==> config.mk <==
export PLATFORM = sky130hd
export DESIGN_NAME = scan_zone_obstacle_steering
export DESIGN_NICKNAME = d
export VERILOG_FILES = /design/src/szos_pkg.sv /design/src/szos_front.sv /design/src/szos_fifo.sv /design/src/szos_back.sv /design/src/scan_zone_obstacle_steering.sv
export SDC_FILE = /design/constraint.sdc
export NUM_CORES = 1
export LEC_CHECK = 0
export BUFFER_PORTS_ARGS = -buffer_cell sky130_fd_sc_hd__buf_2
export CAP_MARGIN = 20
export CORE_UTILIZATION = 50
export CTS_BUF_LIST = sky130_fd_sc_hd__clkbuf_16
export CTS_CLUSTER_SIZE = 10
export DETAILED_ROUTE_END_ITERATION = 6
export PLACE_DENSITY = 0.69
export SLEW_MARGIN = 15
export SYNTH_ARGS = -nofsm -noshare
export SYNTH_HDL_FRONTEND = slang
export SYNTH_SLANG_ARGS = --single-unit
export TNS_END_PERCENT = 30
==> constraint.sdc <==
create_clock -name clk -period 9.2 [get_ports clk]
set_clock_uncertainty 0.15 [all_clocks]
set_input_delay 1.84 -clock clk [delete_from_list [all_inputs] [get_ports clk]]
set_output_delay 1.84 -clock clk [all_outputs]
set_load 0.03 [all_outputs]
==> src/szos_pkg.sv <==
// Shared types, constants and the drive-state table for the scan-zone steering block.
package szos_pkg;

  localparam int DIST_W     = 16;
  localparam int IDX_W      = 12;
  localparam int SPEED_W    = 15;
  localparam int VEL_W      = 16;
  localparam int ZONES      = 5;
  localparam int ZONE_W     = 3;
  localparam int STATE_W    = 3;
  localparam int MASK_W     = ZONES;
  localparam int SIZE_W     = 10;
  localparam int CFG_IDX_W  = 3;
  localparam int CFG_DATA_W = 16;
  localparam int FIFO_DEPTH = 4;
  localparam int FIFO_PTR_W = 2;

  // Division of the ray count by five: multiply by a reciprocal and shift.
  localparam int DIV5_MUL_W = 16;
  localparam logic [DIV5_MUL_W-1:0] DIV5_MUL = 16'hCCCD;
  localparam int DIV5_SHIFT = 18;
  localparam int DIV5_PROD_W = IDX_W + DIV5_MUL_W;

  // Configuration register indexes.
  localparam logic [CFG_IDX_W-1:0] REG_LINEAR_SPEED  = 3'd0;
  localparam logic [CFG_IDX_W-1:0] REG_ANGULAR_SPEED = 3'd1;
  localparam logic [CFG_IDX_W-1:0] REG_CLEARANCE     = 3'd2;
  localparam logic [CFG_IDX_W-1:0] REG_MAX_RANGE     = 3'd3;
  localparam logic [CFG_IDX_W-1:0] REG_RAY_COUNT     = 3'd4;

  // Reset values of the configuration registers.
  localparam logic [SPEED_W-1:0] RESET_LINEAR_SPEED  = 15'd300;
  localparam logic [SPEED_W-1:0] RESET_ANGULAR_SPEED = 15'd200;
  localparam logic [DIST_W-1:0]  RESET_CLEARANCE     = 16'd5000;
  localparam logic [DIST_W-1:0]  RESET_MAX_RANGE     = 16'd30000;
  localparam int                 RESET_RAY_COUNT_INT = 720;
  localparam logic [IDX_W-1:0]   RESET_RAY_COUNT     = IDX_W'(RESET_RAY_COUNT_INT);
  localparam logic [SIZE_W-1:0]  RESET_ZONE_SPAN     = SIZE_W'(RESET_RAY_COUNT_INT / ZONES);

  // Drive states.
  localparam logic [STATE_W-1:0] ST_FIND_WALL    = 3'd0;
  localparam logic [STATE_W-1:0] ST_TURN_LEFT    = 3'd1;
  localparam logic [STATE_W-1:0] ST_FOLLOW       = 3'd2;
  localparam logic [STATE_W-1:0] ST_SLOW_AHEAD   = 3'd3;
  localparam logic [STATE_W-1:0] ST_REVERSE_LEFT = 3'd4;

  localparam logic [ZONE_W-1:0] LAST_ZONE = ZONE_W'(ZONES - 1);

  typedef struct packed {
    logic [SPEED_W-1:0] linear_speed;
    logic [SPEED_W-1:0] angular_speed;
    logic [DIST_W-1:0]  clearance;
    logic [DIST_W-1:0]  max_range;
    logic [IDX_W-1:0]   ray_count;
    logic [SIZE_W-1:0]  zone_span;
  } cfg_t;

  // One classified ray as it travels from the front to the back.
  typedef struct packed {
    logic [DIST_W-1:0] range_mm;
    logic [ZONE_W-1:0] zone;
    logic              first;
    logic              last;
  } ray_t;

  function automatic logic [STATE_W-1:0] state_of_mask(input logic [MASK_W-1:0] mask);
    logic [STATE_W-1:0] st;
    unique case (mask)
      5'd0, 5'd8, 5'd16, 5'd20, 5'd22, 5'd24, 5'd25, 5'd29: st = ST_FIND_WALL;
      5'd1:                                                  st = ST_FOLLOW;
      5'd9, 5'd10, 5'd11, 5'd17, 5'd18, 5'd26, 5'd27:        st = ST_SLOW_AHEAD;
      5'd31:                                                 st = ST_REVERSE_LEFT;
      default:                                               st = ST_TURN_LEFT;
    endcase
    return st;
  endfunction

endpackage

==> src/szos_front.sv <==
// Front part: tracks the ray position in the scan and tags each ray with zone and scan marks.
module szos_front (
  input  logic                         clk,
  input  logic                         rst,
  input  logic                         accept,
  input  logic [szos_pkg::DIST_W-1:0]  distance_mm,
  input  szos_pkg::cfg_t               cfg,
  output szos_pkg::ray_t               ray
);
  import szos_pkg::*;

  logic [IDX_W-1:0]  ray_index;
  logic [IDX_W-1:0]  ray_index_next;
  logic [IDX_W-1:0]  bound1, bound2, bound3, bound4;
  logic [IDX_W:0]    index_plus;
  logic              last;
  logic [ZONE_W-1:0] zone;

  // Zone k starts at k times the zone size; the last zone runs to the end of the scan.
  assign bound1 = IDX_W'(cfg.zone_span);
  assign bound2 = IDX_W'({cfg.zone_span, 1'b0});
  assign bound3 = bound1 + bound2;
  assign bound4 = IDX_W'({cfg.zone_span, 2'b00});

  always_comb begin
    priority if (ray_index >= bound4) begin
      zone = LAST_ZONE;
    end else if (ray_index >= bound3) begin
      zone = ZONE_W'(3);
    end else if (ray_index >= bound2) begin
      zone = ZONE_W'(2);
    end else if (ray_index >= bound1) begin
      zone = ZONE_W'(1);
    end else begin
      zone = ZONE_W'(0);
    end
  end

  assign index_plus     = {1'b0, ray_index} + (IDX_W + 1)'(1);
  assign last           = !(index_plus < {1'b0, cfg.ray_count});
  assign ray_index_next = last ? '0 : index_plus[IDX_W-1:0];

  assign ray.range_mm = distance_mm;
  assign ray.zone     = zone;
  assign ray.first    = (ray_index == '0);
  assign ray.last     = last;

  always_ff @(posedge clk) begin
    if (rst) begin
      ray_index <= '0;
    end else if (accept) begin
      ray_index <= ray_index_next;
    end
  end

endmodule

==> src/szos_fifo.sv <==
// Short queue of classified rays between the front and the back.
module szos_fifo (
  input  logic           clk,
  input  logic           rst,
  input  logic           push,
  input  szos_pkg::ray_t push_data,
  input  logic           pop,
  output szos_pkg::ray_t head,
  output logic           full,
  output logic           empty
);
  import szos_pkg::*;

  ray_t                mem [FIFO_DEPTH];
  logic [FIFO_PTR_W-1:0] wr_ptr;
  logic [FIFO_PTR_W-1:0] rd_ptr;
  logic [FIFO_PTR_W:0]   count;

  assign full  = (count == (FIFO_PTR_W + 1)'(FIFO_DEPTH));
  assign empty = (count == '0);
  assign head  = mem[rd_ptr];

  always_ff @(posedge clk) begin
    if (push) begin
      mem[wr_ptr] <= push_data;
    end
  end

  always_ff @(posedge clk) begin
    if (rst) begin
      wr_ptr <= '0;
      rd_ptr <= '0;
      count  <= '0;
    end else begin
      if (push) begin
        wr_ptr <= wr_ptr + FIFO_PTR_W'(1);
      end
      if (pop) begin
        rd_ptr <= rd_ptr + FIFO_PTR_W'(1);
      end
      unique case ({push, pop})
        2'b10:   count <= count + (FIFO_PTR_W + 1)'(1);
        2'b01:   count <= count - (FIFO_PTR_W + 1)'(1);
        default: count <= count;
      endcase
    end
  end

endmodule

==> src/szos_back.sv <==
// Back part: updates zone minima and, at the end of a scan, picks the drive command.
module szos_back (
  input  logic                          clk,
  input  logic                          rst,
  input  szos_pkg::cfg_t                cfg,
  input  szos_pkg::ray_t                head,
  input  logic                          empty,
  output logic                          pop,
  output logic                          out_valid,
  input  logic                          out_stall,
  output logic [szos_pkg::STATE_W-1:0]  steer_state,
  output logic [szos_pkg::VEL_W-1:0]    linear_velocity,
  output logic [szos_pkg::VEL_W-1:0]    angular_velocity,
  output logic [szos_pkg::MASK_W-1:0]   obstacle_mask,
  output logic                          unknown_case
);
  import szos_pkg::*;

  logic [DIST_W-1:0]  zmin [ZONES];
  logic [DIST_W-1:0]  zmin_next [ZONES];
  logic [STATE_W-1:0] cur_state;
  logic [STATE_W-1:0] state_next;
  logic [MASK_W-1:0]  mask;
  logic               unknown;
  logic               slot_free;
  logic [VEL_W-1:0]   lin_ext, ang_ext, lin_cmd, ang_cmd;

  assign slot_free = !out_valid || !out_stall;
  // A ray that ends a scan waits until the output register can take its result.
  assign pop = !empty && (!head.last || slot_free);

  // A scan's first ray starts every zone again from the sensor maximum.
  always_comb begin
    for (int k = 0; k < ZONES; k++) begin
      zmin_next[k] = head.first ? cfg.max_range : zmin[k];
      if (head.zone == ZONE_W'(k) && head.range_mm < zmin_next[k]) begin
        zmin_next[k] = head.range_mm;
      end
      mask[k] = zmin_next[k] < cfg.clearance;
    end
  end

  always_comb begin
    unknown = 1'b0;
    for (int k = 0; k < ZONES; k++) begin
      if (zmin_next[k] == cfg.clearance) begin
        unknown = 1'b1;
      end
    end
  end

  // A zone sitting exactly on the threshold leaves the previous state in force.
  assign state_next = unknown ? cur_state : state_of_mask(mask);

  assign lin_ext = {1'b0, cfg.linear_speed};
  assign ang_ext = {1'b0, cfg.angular_speed};

  always_comb begin
    unique case (state_next)
      ST_FIND_WALL: begin
        lin_cmd = lin_ext;
        ang_cmd = VEL_W'(0) - ang_ext;
      end
      ST_TURN_LEFT: begin
        lin_cmd = '0;
        ang_cmd = ang_ext;
      end
      ST_FOLLOW: begin
        lin_cmd = lin_ext;
        ang_cmd = '0;
      end
      ST_SLOW_AHEAD: begin
        lin_cmd = lin_ext >> 1;
        ang_cmd = '0;
      end
      default: begin
        lin_cmd = VEL_W'(0) - lin_ext;
        ang_cmd = ang_ext;
      end
    endcase
  end

  always_ff @(posedge clk) begin
    if (pop) begin
      for (int k = 0; k < ZONES; k++) begin
        zmin[k] <= zmin_next[k];
      end
    end
  end

  always_ff @(posedge clk) begin
    if (rst) begin
      cur_state <= ST_FIND_WALL;
      out_valid <= 1'b0;
    end else begin
      if (pop && head.last) begin
        cur_state <= state_next;
      end
      if (slot_free) begin
        out_valid <= pop && head.last;
      end
    end
  end

  always_ff @(posedge clk) begin
    if (pop && head.last) begin
      steer_state      <= state_next;
      linear_velocity  <= lin_cmd;
      angular_velocity <= ang_cmd;
      obstacle_mask    <= mask;
      unknown_case     <= unknown;
    end
  end

endmodule

==> src/scan_zone_obstacle_steering.sv <==
// Top level of the scan-zone obstacle steering block with its configuration registers.
//
// Usage:
//   Range samples enter on the input channel (in_valid, in_stall, distance_mm), one ray
//   per transfer in scan order. Each ray is tagged with its zone and queued in a
//   four-entry queue; the back part folds it into the zone minima, one ray per cycle
//   unless the queue is empty or an end-of-scan ray waits for the output register.
//   The last ray of a scan produces one transfer on the output channel (out_valid,
//   out_stall) carrying the drive state, velocity commands, obstacle mask and the
//   unknown flag. All other rays produce nothing. Throughput is one ray per cycle
//   while the queue is not full. The scan's last ray is written into the queue and,
//   once at its head with the output register free, is loaded into the output register.
//   When the receiver stalls, the output register holds its result; later rays keep
//   flowing into the zone minima, and a further end-of-scan ray waits in the queue.
//   in_stall rises only when the queue is full.
//   Configuration writes (cfg_write, cfg_index, cfg_data) take effect at the next edge;
//   writing the ray count also latches the zone size, ray count divided by five.
//   Reset restores the default configuration, empties the queue, restarts the scan at
//   its first ray and sets the drive state to find wall. No clearing pass is needed.
module scan_zone_obstacle_steering (
  input  logic                              clk,
  input  logic                              rst,
  input  logic                              cfg_write,
  input  logic [szos_pkg::CFG_IDX_W-1:0]    cfg_index,
  input  logic [szos_pkg::CFG_DATA_W-1:0]   cfg_data,
  input  logic                              in_valid,
  output logic                              in_stall,
  input  logic [szos_pkg::DIST_W-1:0]       distance_mm,
  output logic                              out_valid,
  input  logic                              out_stall,
  output logic [szos_pkg::STATE_W-1:0]      steer_state,
  output logic signed [szos_pkg::VEL_W-1:0] linear_velocity,
  output logic signed [szos_pkg::VEL_W-1:0] angular_velocity,
  output logic [szos_pkg::MASK_W-1:0]       obstacle_mask,
  output logic                              unknown_case
);
  import szos_pkg::*;

  cfg_t                   cfg;
  ray_t                   front_ray;
  ray_t                   head;
  logic                   accept;
  logic                   full;
  logic                   empty;
  logic                   pop;
  logic [DIV5_PROD_W-1:0] div5_prod;
  logic [VEL_W-1:0]       lin_bits;
  logic [VEL_W-1:0]       ang_bits;

  assign in_stall = full;
  assign accept   = in_valid && !full;

  assign div5_prod = DIV5_PROD_W'(cfg_data[IDX_W-1:0]) * DIV5_PROD_W'(DIV5_MUL);

  always_ff @(posedge clk) begin
    if (rst) begin
      cfg.linear_speed  <= RESET_LINEAR_SPEED;
      cfg.angular_speed <= RESET_ANGULAR_SPEED;
      cfg.clearance     <= RESET_CLEARANCE;
      cfg.max_range     <= RESET_MAX_RANGE;
      cfg.ray_count     <= RESET_RAY_COUNT;
      cfg.zone_span     <= RESET_ZONE_SPAN;
    end else if (cfg_write) begin
      unique case (cfg_index)
        REG_LINEAR_SPEED:  cfg.linear_speed  <= cfg_data[SPEED_W-1:0];
        REG_ANGULAR_SPEED: cfg.angular_speed <= cfg_data[SPEED_W-1:0];
        REG_CLEARANCE:     cfg.clearance     <= cfg_data[DIST_W-1:0];
        REG_MAX_RANGE:     cfg.max_range     <= cfg_data[DIST_W-1:0];
        REG_RAY_COUNT: begin
          cfg.ray_count <= cfg_data[IDX_W-1:0];
          cfg.zone_span <= div5_prod[DIV5_SHIFT+SIZE_W-1:DIV5_SHIFT];
        end
        default: ;
      endcase
    end
  end

  szos_front u_front (
    .clk         (clk),
    .rst         (rst),
    .accept      (accept),
    .distance_mm (distance_mm),
    .cfg         (cfg),
    .ray         (front_ray)
  );

  szos_fifo u_fifo (
    .clk       (clk),
    .rst       (rst),
    .push      (accept),
    .push_data (front_ray),
    .pop       (pop),
    .head      (head),
    .full      (full),
    .empty     (empty)
  );

  szos_back u_back (
    .clk              (clk),
    .rst              (rst),
    .cfg              (cfg),
    .head             (head),
    .empty            (empty),
    .pop              (pop),
    .out_valid        (out_valid),
    .out_stall        (out_stall),
    .steer_state      (steer_state),
    .linear_velocity  (lin_bits),
    .angular_velocity (ang_bits),
    .obstacle_mask    (obstacle_mask),
    .unknown_case     (unknown_case)
  );

  assign linear_velocity  = signed'(lin_bits);
  assign angular_velocity = signed'(ang_bits);

endmodule

# Word-level counts from Yosys, hierarchy flattened

Memories as Yosys holds them, arrays and structs flattened. A register that Yosys moved wholly into a read port is not among the register bits.
Cells that the tools add are included.

Input bits: 40
Memories kept: 3
Bits in read-only memories: 96
Bits in registers: 148
Word-level logic and storage cells: 122
Bits in writable memories: 164
Output and inout port bits: 43

Memories:

| name            | words | width | rd ports | clocked after memory_dff | write ports | RTL line        | text |
|---|---|---|---|---|---|---|---|
| (no name shown) | 32    | 3     | 1        | 0                        | 0           | szos_pkg.sv:68  | `unique case (mask)` |
| u_fifo.mem      | 4     | 21    | 1        | 1                        | 1           | szos_fifo.sv:14 | `ray_t mem [FIFO_DEPTH];` |
| u_back.zmin     | 5     | 16    | 5        | 0                        | 5           | szos_back.sv:19 | `logic [DIST_W-1:0] zmin [ZONES];` |

$mul: 1
Magnitude comparators: 15
Eq/ne operators: 19
Reduce and logical (&&, ||, !) cells: 29
Mux-type cells: 30
Add/sub/neg operators: 8

Operator list:

| cell                                                                   | number |
|---|---|
| 16-bit < comparator                                                    | 10 |
| 16-bit 2-to-1 mux                                                      | 10 |
| 16-bit == test                                                         | 5 |
| 16-bit one-hot mux with 3 select lines                                 | 1 |
| 16-bit one-hot mux with 2 select lines                                 | 1 |
| 1-bit by 15-bit subtractor with 16-bit output (first input constant)   | 2 |
| 12-bit by 16-bit multiplier with 28-bit output (second input constant) | 1 |
| 12-bit >= comparator                                                   | 2 |
| 3-bit by 2-bit == test with 1-bit output (second input constant)       | 6 |
| 12-bit by 1-bit adder with 13-bit output (second input constant)       | 1 |
| 13-bit by 12-bit < comparator with 1-bit output                        | 1 |
| 10-bit by 11-bit adder with 12-bit output                              | 1 |
| 12-bit by 10-bit >= comparator with 1-bit output                       | 1 |
| 12-bit by 11-bit >= comparator with 1-bit output                       | 1 |
| 12-bit zero test                                                       | 1 |
| 3-bit zero test                                                        | 4 |
| 12-bit 2-to-1 mux                                                      | 1 |
| 3-bit 2-to-1 mux                                                       | 4 |
| 1-bit 2-to-1 mux                                                       | 10 |
| 2-bit AND reduction                                                    | 5 |
| 3-bit by 1-bit == test with 1-bit output (second input constant)       | 3 |
| 3-bit == test (second input constant)                                  | 3 |
| 1-bit logical AND                                                      | 8 |
| 1-bit zero test                                                        | 6 |
| 10 further kinds                                                       | 14 |

# Depth between registers and ports, before layout

Gate-level depths: netlist (run 1).
An unclocked memory read counts as a cell.

Word-level depth: 15
Gate-level depth with buffers: 33
Depth with buffers taken out: 29

# Hierarchy

From an unflattened synthesis (run 1), not the netlist that was laid out.

Cell total of the unflattened synthesis: 2082
Area total of the unflattened synthesis: 21428.1 um^2

By module, submodules not included:

| module                      | area an instance (um^2) | cells each | sequential area each (um^2) | times used |
|---|---|---|---|---|
| szos_back                   | 9844.4                  | 963        | 3713.6                      | 1 |
| scan_zone_obstacle_steering | 5738.0                  | 679        | 1681.6                      | 1 |
| szos_fifo                   | 3465.8                  | 156        | 2702.6                      | 1 |
| szos_front                  | 2379.8                  | 284        | 240.2                       | 1 |

# Least setup slack after synthesis (run 1)

No wires, ideal clock.

Path type: in2reg
From: in out_stall
To: reg u_back.cur_state[0]
Library setup time: 0.128 ns
Required time: 8.922 ns
Arrival: 8.484 ns
Buffers on the path: 1
Stages on the path: 5
Path slack: 0.439 ns
Cells stage by stage: a31oi_1 -> and2_1 -> clkbuf_1 -> mux2i_1 -> nor2_1

Word-level cells in the longest chain between the ends: 5

Ends and longest elaborated chain:

| item                   | RTL line                          | text |
|---|---|---|
| start: declaration     | scan_zone_obstacle_steering.sv:30 | `input logic out_stall,` |
| 1-bit zero test        | szos_back.sv:28                   | `assign slot_free = !out_valid \|\| !out_stall;` |
| 1-bit logical OR       | szos_back.sv:28                   |  |
| 1-bit logical OR       | szos_back.sv:30                   | `assign pop = !empty && (!head.last \|\| slot_free);` |
| 1-bit logical AND      | szos_back.sv:30                   |  |
| 1-bit logical AND      | szos_back.sv:96                   | `if (pop && head.last) begin` |
| end signal: assignment | szos_back.sv:97                   | `cur_state <= state_next;` |
| end: declaration       | szos_back.sv:21                   | `logic [STATE_W-1:0] cur_state;` |

Every way passes these cells.
A chain may end at the register's enable or synchronous reset.

==> impl_results.md, run 1 <==
- Pwr Total: 8.94 mW
- VDD IR max: 0.310 mV
- Yosys Warn Count: 0
- Fin crit share: 83.3%
- Post-CTS resize count: 0
- P&R area growth vs syn: 11.1%
- Layout fillers: approximately 3600
- Reg2reg end: u_back.angular_velocity[4]
- Crit path max-delay cell type: or4_1
- Clock sinks: around 310
- Share of power burned in registers: 25.4%
- Avg Cell Area, Syn: a little over 10 sq um
- Layout cells sized above 1: 9.80%
- Initial antenna violation count: 0
- Ports: between 80 and 90
- Largest area contributor in the netlist: edfxtp_1
- Clk network pwr share: 16.0%
- Initial Util: 51.2%
- MaxCap Viol Count: 0
- Endpoint class of the critical path: flip-flop
- Most frequent cells in the layout: ha_1, nand2_1, a21oi_1
- Commonest non-fill, non-tap cell in the layout: ha_1
- CTS tree: done
- R2r worst-path depth: 25
- Final hold violation count: 0
- Unrepaired setup endpoints after global routing: false
- 1st-pass router iterations: 7
- Netlist cell types: 70
- Vias per cell: approximately 5.9
- FMAX: 130 MHz
- Fin. max-slew vios: 0
- Number of global-route vias before repair: 15823
- Via count: 16199
- Slowest stage delay, CP: roughly 0.56 ns
- Tightest Pin Transition: 0.988 ns
- CP startpoint kind: flip-flop
- Hold EP: cfg[13]
- Clock buffer depth: 3
- GRT Total Usage: 25.4%
- Post-synth net total: 2474
- Failing checks: DRC
- Met1 Resource Use GR: 34.5%
- Hold Crit Class: flip-flop to flip-flop
- DP HPWL: a little over 40 mm
- Synth async-reset ratio: 0%
- Die width: 208 microns
- Cell Int Power: 4.89 mW
- Hold Worst Slack: 0.303 ns
- Die height: slightly above 200 microns
- Leakage: 10.4 nW
- Post-layout util: 56.9%
- First-pass GRT wire length: 87.0 mm
- Ant. Diodes: 0
- Total net switching power: between 4 and 5 mW
- FF+latch area: 8340 sq um
- Iter 0 DRT Violations: 1407
- ANT nets after route: 0
- Gpl congestion: 0.964
- Hold Buf Count CTS: 0
- Worst-path clk slew: 0.06 ns
- CTS root buf: clkbuf_16
- Combinational Power Share: just under 60%
- P per Cell Area: 381 nW/um^2
- CORE AREA: slightly above 40000 sq um
- TNS Setup: 0 ns
- Sequential element share of the synthesized area: 39.4%
- Final wirelength: 54.7 mm
- HP Start: cfg[13]
- DRC errors left: 1
- WHS Path Cells: 2
- FF+latch count, synth: 314
- Crit path time final: approximately 7.7 ns
- Worst setup margin: 1.53 ns
- Final setup fails: 0
- CTS H-Tree Depth: 2
- Critical path arrival: 7.90 ns
- TritonCTS buffer count: 39
- EDFF count, synth: 205
- Num rows: 74
- Switching portion of total power: 45.2%
- Met3 Track Usage GR: 3.36%
- Met2 Use GR: 42.1%
- Largest fanout on the critical path: 32
- Worst path buffer plus inverter count: 5
- Nets: around 2600
- Top cells by area, synth: edfxtp_1, ha_1, dfxtp_1, a21oi_1, mux2i_1
- Busiest layer in global routing: met2
- Port Buffers: 82
- Post-Syn Area: between 20000 and 25000 sq um
- Latest clock arrival within the worst-skew pair: 0.55 ns
- Worst reg2reg setup slack: 1.53 ns
- Per-cell routed wire length: about 20 microns
- Ys flop type: edfxtp_1
- CP required: 9.43 ns
- Rel. slew slack: approximately a third
- GR Overflow Total: 0
- Share of the synthesized area in the top cell type: 29.1%
- Die area: 43100 sq um
- Post-CTS setup buffers: 0
- Post-Synthesis Cells: approximately 2100
- CP top delay family: simple AND/OR/NAND/NOR gates
- Largest net degree at the start of global routing: 99
- Area of the multi-input gates: 11900 sq um
- Kind of critical path: flip-flop to flip-flop
- Run status: complete, but fails checks
- Pre-CTS setup slack: approximately 1.6 ns
==> power by group through the flow <==
stage	sequential [mW]	clock [mW]	combinational [mW]
2_1_floorplan	2.48	0	3.54
3_3_place_gp	2.30	0	4.93
3_5_place_dp	2.30	0	5.10
4_1_cts	2.28	1.46	5.14
5_1_grt	2.30	1.51	5.77
6_report	2.27	1.43	5.24
==> Yosys cell counts, types with 28 or more instances <==
library cell,instances
nor2_1,50
nand4_1,32
ha_1,306
a21o_1,39
nor3_1,36
nand3_1,28
edfxtp_1,205
dfxtp_1,109
mux2i_1,104
inv_1,172
o21ai_0,72
fa_1,44
clkbuf_1,53
nand2_1,248
a21oi_1,243
==> worst max path at each step <==
| stage | slack (ns) | end | startpoint | cells after the start |
|---|---|---|---|---|
| 6_report | 1.53 | u_back.angular_velocity[4] | flip-flop | 25 |
| 5_1_grt | 1.08 | u_back.linear_velocity[7] | flip-flop | 25 |
| 4_1_cts | 1.61 | u_back.linear_velocity[11] | flip-flop | 25 |
| 3_5_place_dp | 1.63 | u_back.linear_velocity[10] | flip-flop | 25 |
| 3_3_place_gp | 1.72 | u_back.angular_velocity[4] | flip-flop | 25 |
| 2_1_floorplan | 0.44 | u_back.cur_state[0] | out_stall | 5 |
==> per-layer routing <==
metal	wire (microns)	share of wire, %	up-vias
met5	0	0	-
met4	1660	3.0	0
met3	3220	5.9	112
met2	25700	47	523
met1	24100	44	7808
li1	-	-	7756
==> area by class of cell <==
cell class              instances  share of cell area [%]
multi-input cells            1528                    50.7
flip-flops and latches        314                    35.5
well taps                     532                    2.83
clock buffers                  40                    4.26
inverters                     173                    2.76
clock inverters                29                   0.783
repair buffers                119                    3.16
==> flip-flops by register name, summed over array words and instances (netlist names), 3 cells and up, named ones only <==
register and cells:
cfg 84, u_fifo.mem 84, u_back.zmin 80, u_back.angular_velocity 16, u_back.linear_velocity 16, u_front.ray_index 12
u_back.obstacle_mask 5, u_back.cur_state 3, u_back.steer_state 3, u_fifo.count 3
==> through the flow <==
| stage | instances | cell area, sq um |
|---|---|---|
| after floorplan | 2084 | 21100 |
| after global placement | 2662 | 22200 |
| after detailed placement | 2664 | 22300 |
| after CTS | 2733 | 23400 |
| after global routing | 2735 | 23500 |
| final | 2735 | 23500 |
==> tightest hold or removal path: stages, from the launching register on <==
cell,delay (ns)
dfxtp_1,0.31
nand2_1,0.05
a21oi_1,0.05
==> logic make-up after synthesis <==
logic type / after synthesis / share of synthesized area, %
AO/OA/AOI/OAI: 469 / 13.3
XOR/XNOR: 33 / 1.37
adder cells (fa/ha/maj): 350 / 22.3
buffers and inverters: 242 / 4.41
flip-flops: 314 / 39.4
multiplexers: 132 / 6.63
AND/OR/NAND/NOR: 544 / 12.6
(Power assumes the default switching activity.)
==> run 2: changes to the inputs <==
- ABC_AREA: default -> 1
- PLACE_DENSITY: 0.69 -> 0.67
- clock period: 9.2 -> 8 ns (I/O delays scaled with it)
==> impl_results.md, run 2 <==
- Run status: finished, final reports clean (was complete, but fails checks)
- TritonCTS buffer count: 40 (was 39)
- CP required: 8.27 ns (was 9.43 ns)
- Per-cell routed wire length: 18.6 microns (was 20.0 microns)
- Crit path time final: 7.17 ns (was 7.67 ns)
- CTS root buf: clkbuf_16 (unchanged)
- Slowest stage delay, CP: 0.51 ns (was 0.56 ns)
- Post-Syn Area: 22400 sq um (was 21100 sq um)
- First-pass GRT wire length: 99.2 mm (was 87.0 mm)
- Largest net degree at the start of global routing: 81 (was 99)
- Largest fanout on the critical path: 50 (was 32)
- Met2 Use GR: 45.7% (was 42.1%)
- FF+latch count, synth: 314 (unchanged)
- Layout cells sized above 1: 7.68% (was 9.80%)
- Die width: 214 microns (was 208 microns)
- CTS H-Tree Depth: 2 (unchanged)
- Port Buffers: 82 (unchanged)
- Num rows: 77 (was 74)
- DP HPWL: 47.0 mm (was 40.6 mm)
- Latest clock arrival within the worst-skew pair: 0.57 ns (was 0.55 ns)
- DRC errors left: 0 (was 1)
- Hold Crit Class: flip-flop to flip-flop (unchanged)
- Critical path arrival: 7.43 ns (was 7.90 ns)
- Initial antenna violation count: 2 (was 0)
- Leakage: 11.7 nW (was 10.4 nW)
- Final wirelength: 62.9 mm (was 54.7 mm)
- EDFF count, synth: 205 (unchanged)
- Initial Util: 50.6% (was 51.2%)
- Met3 Track Usage GR: 4.23% (was 3.36%)
- Netlist cell types: 50 (was 70)
- Number of global-route vias before repair: 18250 (was 15823)
- GRT Total Usage: 28.0% (was 25.4%)
- Post-synth net total: 3063 (was 2474)
- Unrepaired setup endpoints after global routing: false (unchanged)
- P&R area growth vs syn: 10.2% (was 11.1%)
- CP startpoint kind: flip-flop (unchanged)
- Met1 Resource Use GR: 37.3% (was 34.5%)
- Top cells by area, synth: edfxtp_1, ha_1, dfxtp_1, nand2_1, inv_1 (was edfxtp_1, ha_1, dfxtp_1, a21oi_1, mux2i_1)
- Biggest regs: cfg (84), u_fifo.mem (84), u_back.zmin (80) (unchanged)
- Endpoint class of the critical path: flip-flop (unchanged)
- Synth async-reset ratio: 0% (unchanged)
- Worst reg2reg setup slack: 0.83 ns (was 1.53 ns)
- Hold Buf Count CTS: 0 (unchanged)
- Post-CTS setup buffers: 0 (unchanged)
- Fin crit share: 89.6% (was 83.3%)
- 1st-pass router iterations: 6 (was 7)
- Share of the synthesized area in the top cell type: 27.5% (was 29.1%)
- Nets: 3150 (was 2565)
- Post-Synthesis Cells: 2673 (was 2084)
- Vias per cell: 5.65 (was 5.92)
- Yosys Warn Count: 0 (unchanged)
- Sequential element share of the synthesized area: 37.3% (was 39.4%)
- Clock buffer depth: 3 (unchanged)
- Pre-CTS setup slack: 1.10 ns (was 1.63 ns)
- Ports: 83 (unchanged)
- Busiest layer in global routing: met2 (unchanged)
- Final hold violation count: 0 (unchanged)
- Synth cell count leaders: nand2_1, inv_1, ha_1 (was ha_1, nand2_1, a21oi_1)
- Rel. slew slack: 26.9% (was 34.1%)
- Gpl congestion: 1.02 (was 0.964)
- Worst setup margin: 0.833 ns (was 1.53 ns)
- Via count: 19103 (was 16199)
- Tightest Pin Transition: 1.10 ns (was 0.988 ns)
- Commonest non-fill, non-tap cell in the layout: nand2_1 (was ha_1)
- ANT nets after route: 0 (unchanged)
- Most frequent cells in the layout: nand2_1, inv_1, ha_1 (was ha_1, nand2_1, a21oi_1)
- Clock sinks: 314 (unchanged)
- TNS Setup: 0 ns (unchanged)
- Crit path max-delay cell type: buf_4 (was or4_1)
- Largest area contributor in the netlist: edfxtp_1 (unchanged)
- FMAX: 140 MHz (was 130 MHz)
- Avg Cell Area, Syn: 8.37 sq um (was 10.1 sq um)
- Post-CTS resize count: 0 (unchanged)
- Most frequent cell after synthesis: nand2_1 (was ha_1)
- FF+latch area: 8340 sq um (about the same)
- CORE AREA: 44200 sq um (was 41300 sq um)
- Fin. max-slew vios: 0 (unchanged)
- Area of the multi-input gates: 12200 sq um (was 11900 sq um)
- GR Overflow Total: 0 (unchanged)
- MaxCap Viol Count: 0 (unchanged)
- Worst-path clk slew: 0.05 ns (was 0.06 ns)
- Ys flop type: edfxtp_1 (unchanged)
- Iter 0 DRT Violations: 1616 (was 1407)
- Die height: 214 microns (was 208 microns)
- Kind of critical path: flip-flop to flip-flop (unchanged)
- Layout fillers: 3974 (was 3551)
- Final setup fails: 0 (unchanged)
- CTS tree: done (unchanged)
- Die area: 45600 sq um (was 43100 sq um)
- VDD IR max: 0.362 mV (was 0.310 mV)
- Most frequent CP cell: nand2_1
- P per Cell Area: 464 nW/um^2 (was 381 nW/um^2)
-- run 2: final cells by class --
class	instances	share of cell area, %
multi-input combinational	1882	49.4
timing repair buffer	122	2.88
inverter	400	6.10
antenna	1	0.0101
tap	592	3.00
clock inverter	28	0.589
clock buffer	41	4.16
sequential	314	33.8
-- run 2: final timing paths --
path              from                          to  cells past startpoint
max reg2reg  flip-flop  u_back.angular_velocity[9]                     31
max          flip-flop  u_back.angular_velocity[9]                     31
min reg2reg    cfg[31]                     cfg[31]                      2
min            cfg[31]                     cfg[31]                      2
-- run 2: critical path: cells and delay by family, from the launching register on --
kind            cells  cell delay, ns
simple gates       19            3.06
compound gates      5            1.07
fa+ha+maj           3            0.87
buf+inv             4            1.49
flops               1            0.34
-- run 2: stage by stage --
stage               hold slack (ns)  power (mW)  utilization, %  instance area, sq um  cells
floorplan                     0.271        7.68               -                 22400   2673
finish                        0.312        11.4            55.8                 24700   3380
global placement              0.302        9.41            53.1                 23500   3309
CTS                           0.316        11.3            55.7                 24600   3378
global route                  0.326        12.3            55.8                 24700   3379
detailed placement            0.308        9.64            53.1                 23500   3309
-- run 2: routing by layer --
layer	vias up	routed length (microns)
li1	9250	-
met1	8950	26800
met2	753	28600
met3	148	4920
met4	2	2570
met5	-	7
-- run 2: cell families after synthesis --
logic type               share of synthesized area (%)
flip-flops                                        37.3
XOR/XNOR                                          1.64
buffers and inverters                             8.41
AND/OR/NAND/NOR                                   19.0
adder cells (fa/ha/maj)                           21.0
AO/OA/AOI/OAI                                     12.6
-- run 2: power by group --
group | internal, mW | total [mW] | leakage, nW | switching, mW
Clock | 0.951 | 1.64 | 0.636 | 0.690
Sequential | 2.52 | 2.66 | 2.83 | 0.138
Combinational | 2.20 | 7.13 | 8.27 | 4.93
==> run 3: changes to the inputs <==
- clock period: 8 -> 9.3 ns (I/O delays scaled with it)
==> impl_results.md, run 3 (synthesis gave the netlist of run 2 again) <==
- Ports: 83 (unchanged)
- Final hold violation count: 0 (unchanged)
- Kind of critical path: flip-flop to flip-flop (unchanged)
- Rel. slew slack: 28.9% (was 26.9%)
- GR Overflow Total: 0 (unchanged)
- TNS Setup: 0 ns (unchanged)
- P&R area growth vs syn: 10.2% (about the same)
- Commonest non-fill, non-tap cell in the layout: nand2_1 (unchanged)
- Die width: 214 microns (unchanged)
- Number of global-route vias before repair: 18445 (was 18250)
- P per Cell Area: 395 nW/um^2 (was 464 nW/um^2)
- Unrepaired setup endpoints after global routing: false (unchanged)
- Biggest regs: cfg (84), u_fifo.mem (84), u_back.zmin (80) (unchanged)
- Hold Worst Slack: 0.319 ns (was 0.312 ns)
- DRC errors left: 0 (unchanged)
- Largest net degree at the start of global routing: 81 (unchanged)
- GRT Total Usage: 27.9% (was 28.0%)
- Hold EP: cfg[11] (was cfg[31])
- Critical path arrival: 8.28 ns (was 7.43 ns)
- Final setup fails: 0 (unchanged)
- FMAX: 125 MHz (was 140 MHz)
- Crit path max-delay cell type: nor4_4 (was buf_4)
- Via count: 18872 (was 19103)
- Initial Util: 50.6% (unchanged)
- Most frequent cells in the layout: nand2_1, inv_1, ha_1 (unchanged)
- Fin. max-slew vios: 0 (unchanged)
- CTS root buf: clkbuf_16 (unchanged)
- Endpoint class of the critical path: flip-flop (unchanged)
- Placed inst area: 23400 sq um (was 23500 sq um)
- First-pass GRT wire length: 98.6 mm (was 99.2 mm)
- ANT nets after route: 0 (unchanged)
- Most frequent CP cell: nand2_1 (unchanged)
- Clock buffer depth: 3 (unchanged)
- Port Buffers: 82 (unchanged)
- Layout cells sized above 1: 7.52% (was 7.68%)
- Crit path time final: 7.99 ns (was 7.17 ns)
- VDD IR max: 0.277 mV (was 0.362 mV)
- Leakage: 11.7 nW (about the same)
- Post-CTS resize count: 0 (unchanged)
- HP Start: cfg[11] (was cfg[31])
- CTS tree: done (unchanged)
- Hold Crit Class: flip-flop to flip-flop (unchanged)
- Worst-path clk slew: 0.06 ns (was 0.05 ns)
- Reg2reg end: u_back.angular_velocity[6] (was u_back.angular_velocity[9])
- Run status: finished, final reports clean (unchanged)
- Num rows: 77 (unchanged)
- CP startpoint kind: flip-flop (unchanged)
- 1st-pass router iterations: 5 (was 6)
- Hold Buf Count CTS: 0 (unchanged)
- DP HPWL: 46.3 mm (was 47.0 mm)
- Tightest Pin Transition: 1.06 ns (was 1.10 ns)
- Iter 0 DRT Violations: 1351 (was 1616)
- TritonCTS buffer count: 40 (unchanged)
- Fin crit share: 86.0% (was 89.6%)
- R2r worst-path depth: 28 (was 31)
- Clock sinks: 314 (unchanged)
- CTS H-Tree Depth: 2 (unchanged)
- Final wirelength: 62.5 mm (was 62.9 mm)
- Slowest stage delay, CP: 0.90 ns (was 0.51 ns)
- CP required: 9.59 ns (was 8.27 ns)
- Finished Cell Area: 24700 sq um (about the same)
- Die area: 45600 sq um (unchanged)
- WHS Path Cells: 2 (unchanged)
- Initial antenna violation count: 0 (was 2)
- Post-CTS setup buffers: 0 (unchanged)
- Vias per cell: 5.60 (was 5.65)
- Ant. Diodes: 0 (was 1)
- Largest fanout on the critical path: 32 (was 50)
- Worst reg2reg setup slack: 1.31 ns (was 0.83 ns)
- Latest clock arrival within the worst-skew pair: 0.57 ns (about the same)
- CORE AREA: 44200 sq um (unchanged)
- Gpl congestion: 0.929 (was 1.02)
- Pwr Total: 9.73 mW (was 11.4 mW)
- Die height: 214 microns (unchanged)
- Per-cell routed wire length: 18.5 microns (was 18.6 microns)
- MaxCap Viol Count: 0 (unchanged)
- Nets: 3145 (was 3150)
==> run 3: cell count changes in the layout (fill, tap and decap cells not counted) <==
cell / previous run / this run
inv_2: 7 / 5
inv_6: 2 / 0
o22ai_1: 13 / 12
clkinv_16: 0 / 1
buf_4: 40 / 35
clkinv_8: 0 / 1
inv_1: 408 / 409
diode_2: 1 / 0
clkinv_1: 6 / 5
clkinvlp_4: 0 / 1
o22ai_2: 3 / 4
==> run 3: metrics by stage <==
step | setup slack [ns] | cells | util, %
after global routing | 0.621 | 3373 | 55.8
after CTS | 1.45 | 3372 | 55.7
after global placement | 1.60 | 3304 | 53.0
final | 1.31 | 3373 | 55.8
after detailed placement | 1.46 | 3304 | 53.0
after floorplan | 3.35 | 2673 | -
==> run 3: cell type report <==
type	instances	area, sq um
tap	592	741
sequential	314	8340
clock inverter	27	174
inverter	400	1500
timing repair buffer	117	673
clock buffer	41	1030
fill	4050	19600
multi-input combinational	1882	12200
==> run 3: worst max-delay path by stage <==
stage | startpoint | endpoint | slack (ns)
final | flip-flop | u_back.angular_velocity[6] | 1.31
after global routing | flip-flop | u_back.angular_velocity[1] | 0.62
after CTS | flip-flop | u_back.angular_velocity[6] | 1.45
after detailed placement | flip-flop | u_back.angular_velocity[6] | 1.46
after global placement | flip-flop | u_back.angular_velocity[5] | 1.60
after floorplan | cfg_data[10] | cfg[4] | 3.35
==> run 3: power by group <==
part | switching, mW | internal [mW]
Clock | 0.606 | 0.823
Combinational | 4.13 | 1.88
Sequential | 0.117 | 2.17
Total | 4.85 | 4.87
==> run 3: layer usage <==
layer	vias to the layer above	wire length (microns)	track usage, %
li1	9247	-	-
met1	8826	26600	36.2
met2	650	29200	46.4
met3	149	4270	4.34
met4	0	2470	11.6
met5	-	0	0
==> run 3: critical path: cells and delay by family, from the launching register on <==
kind / cells / cell delay, ns
and+or+nand+nor: 19 / 4.80
buffers and inverters: 5 / 1.37
DFF: 1 / 0.73
adders and majority gates: 2 / 0.59
AOI/OAI and AO/OA: 2 / 0.22
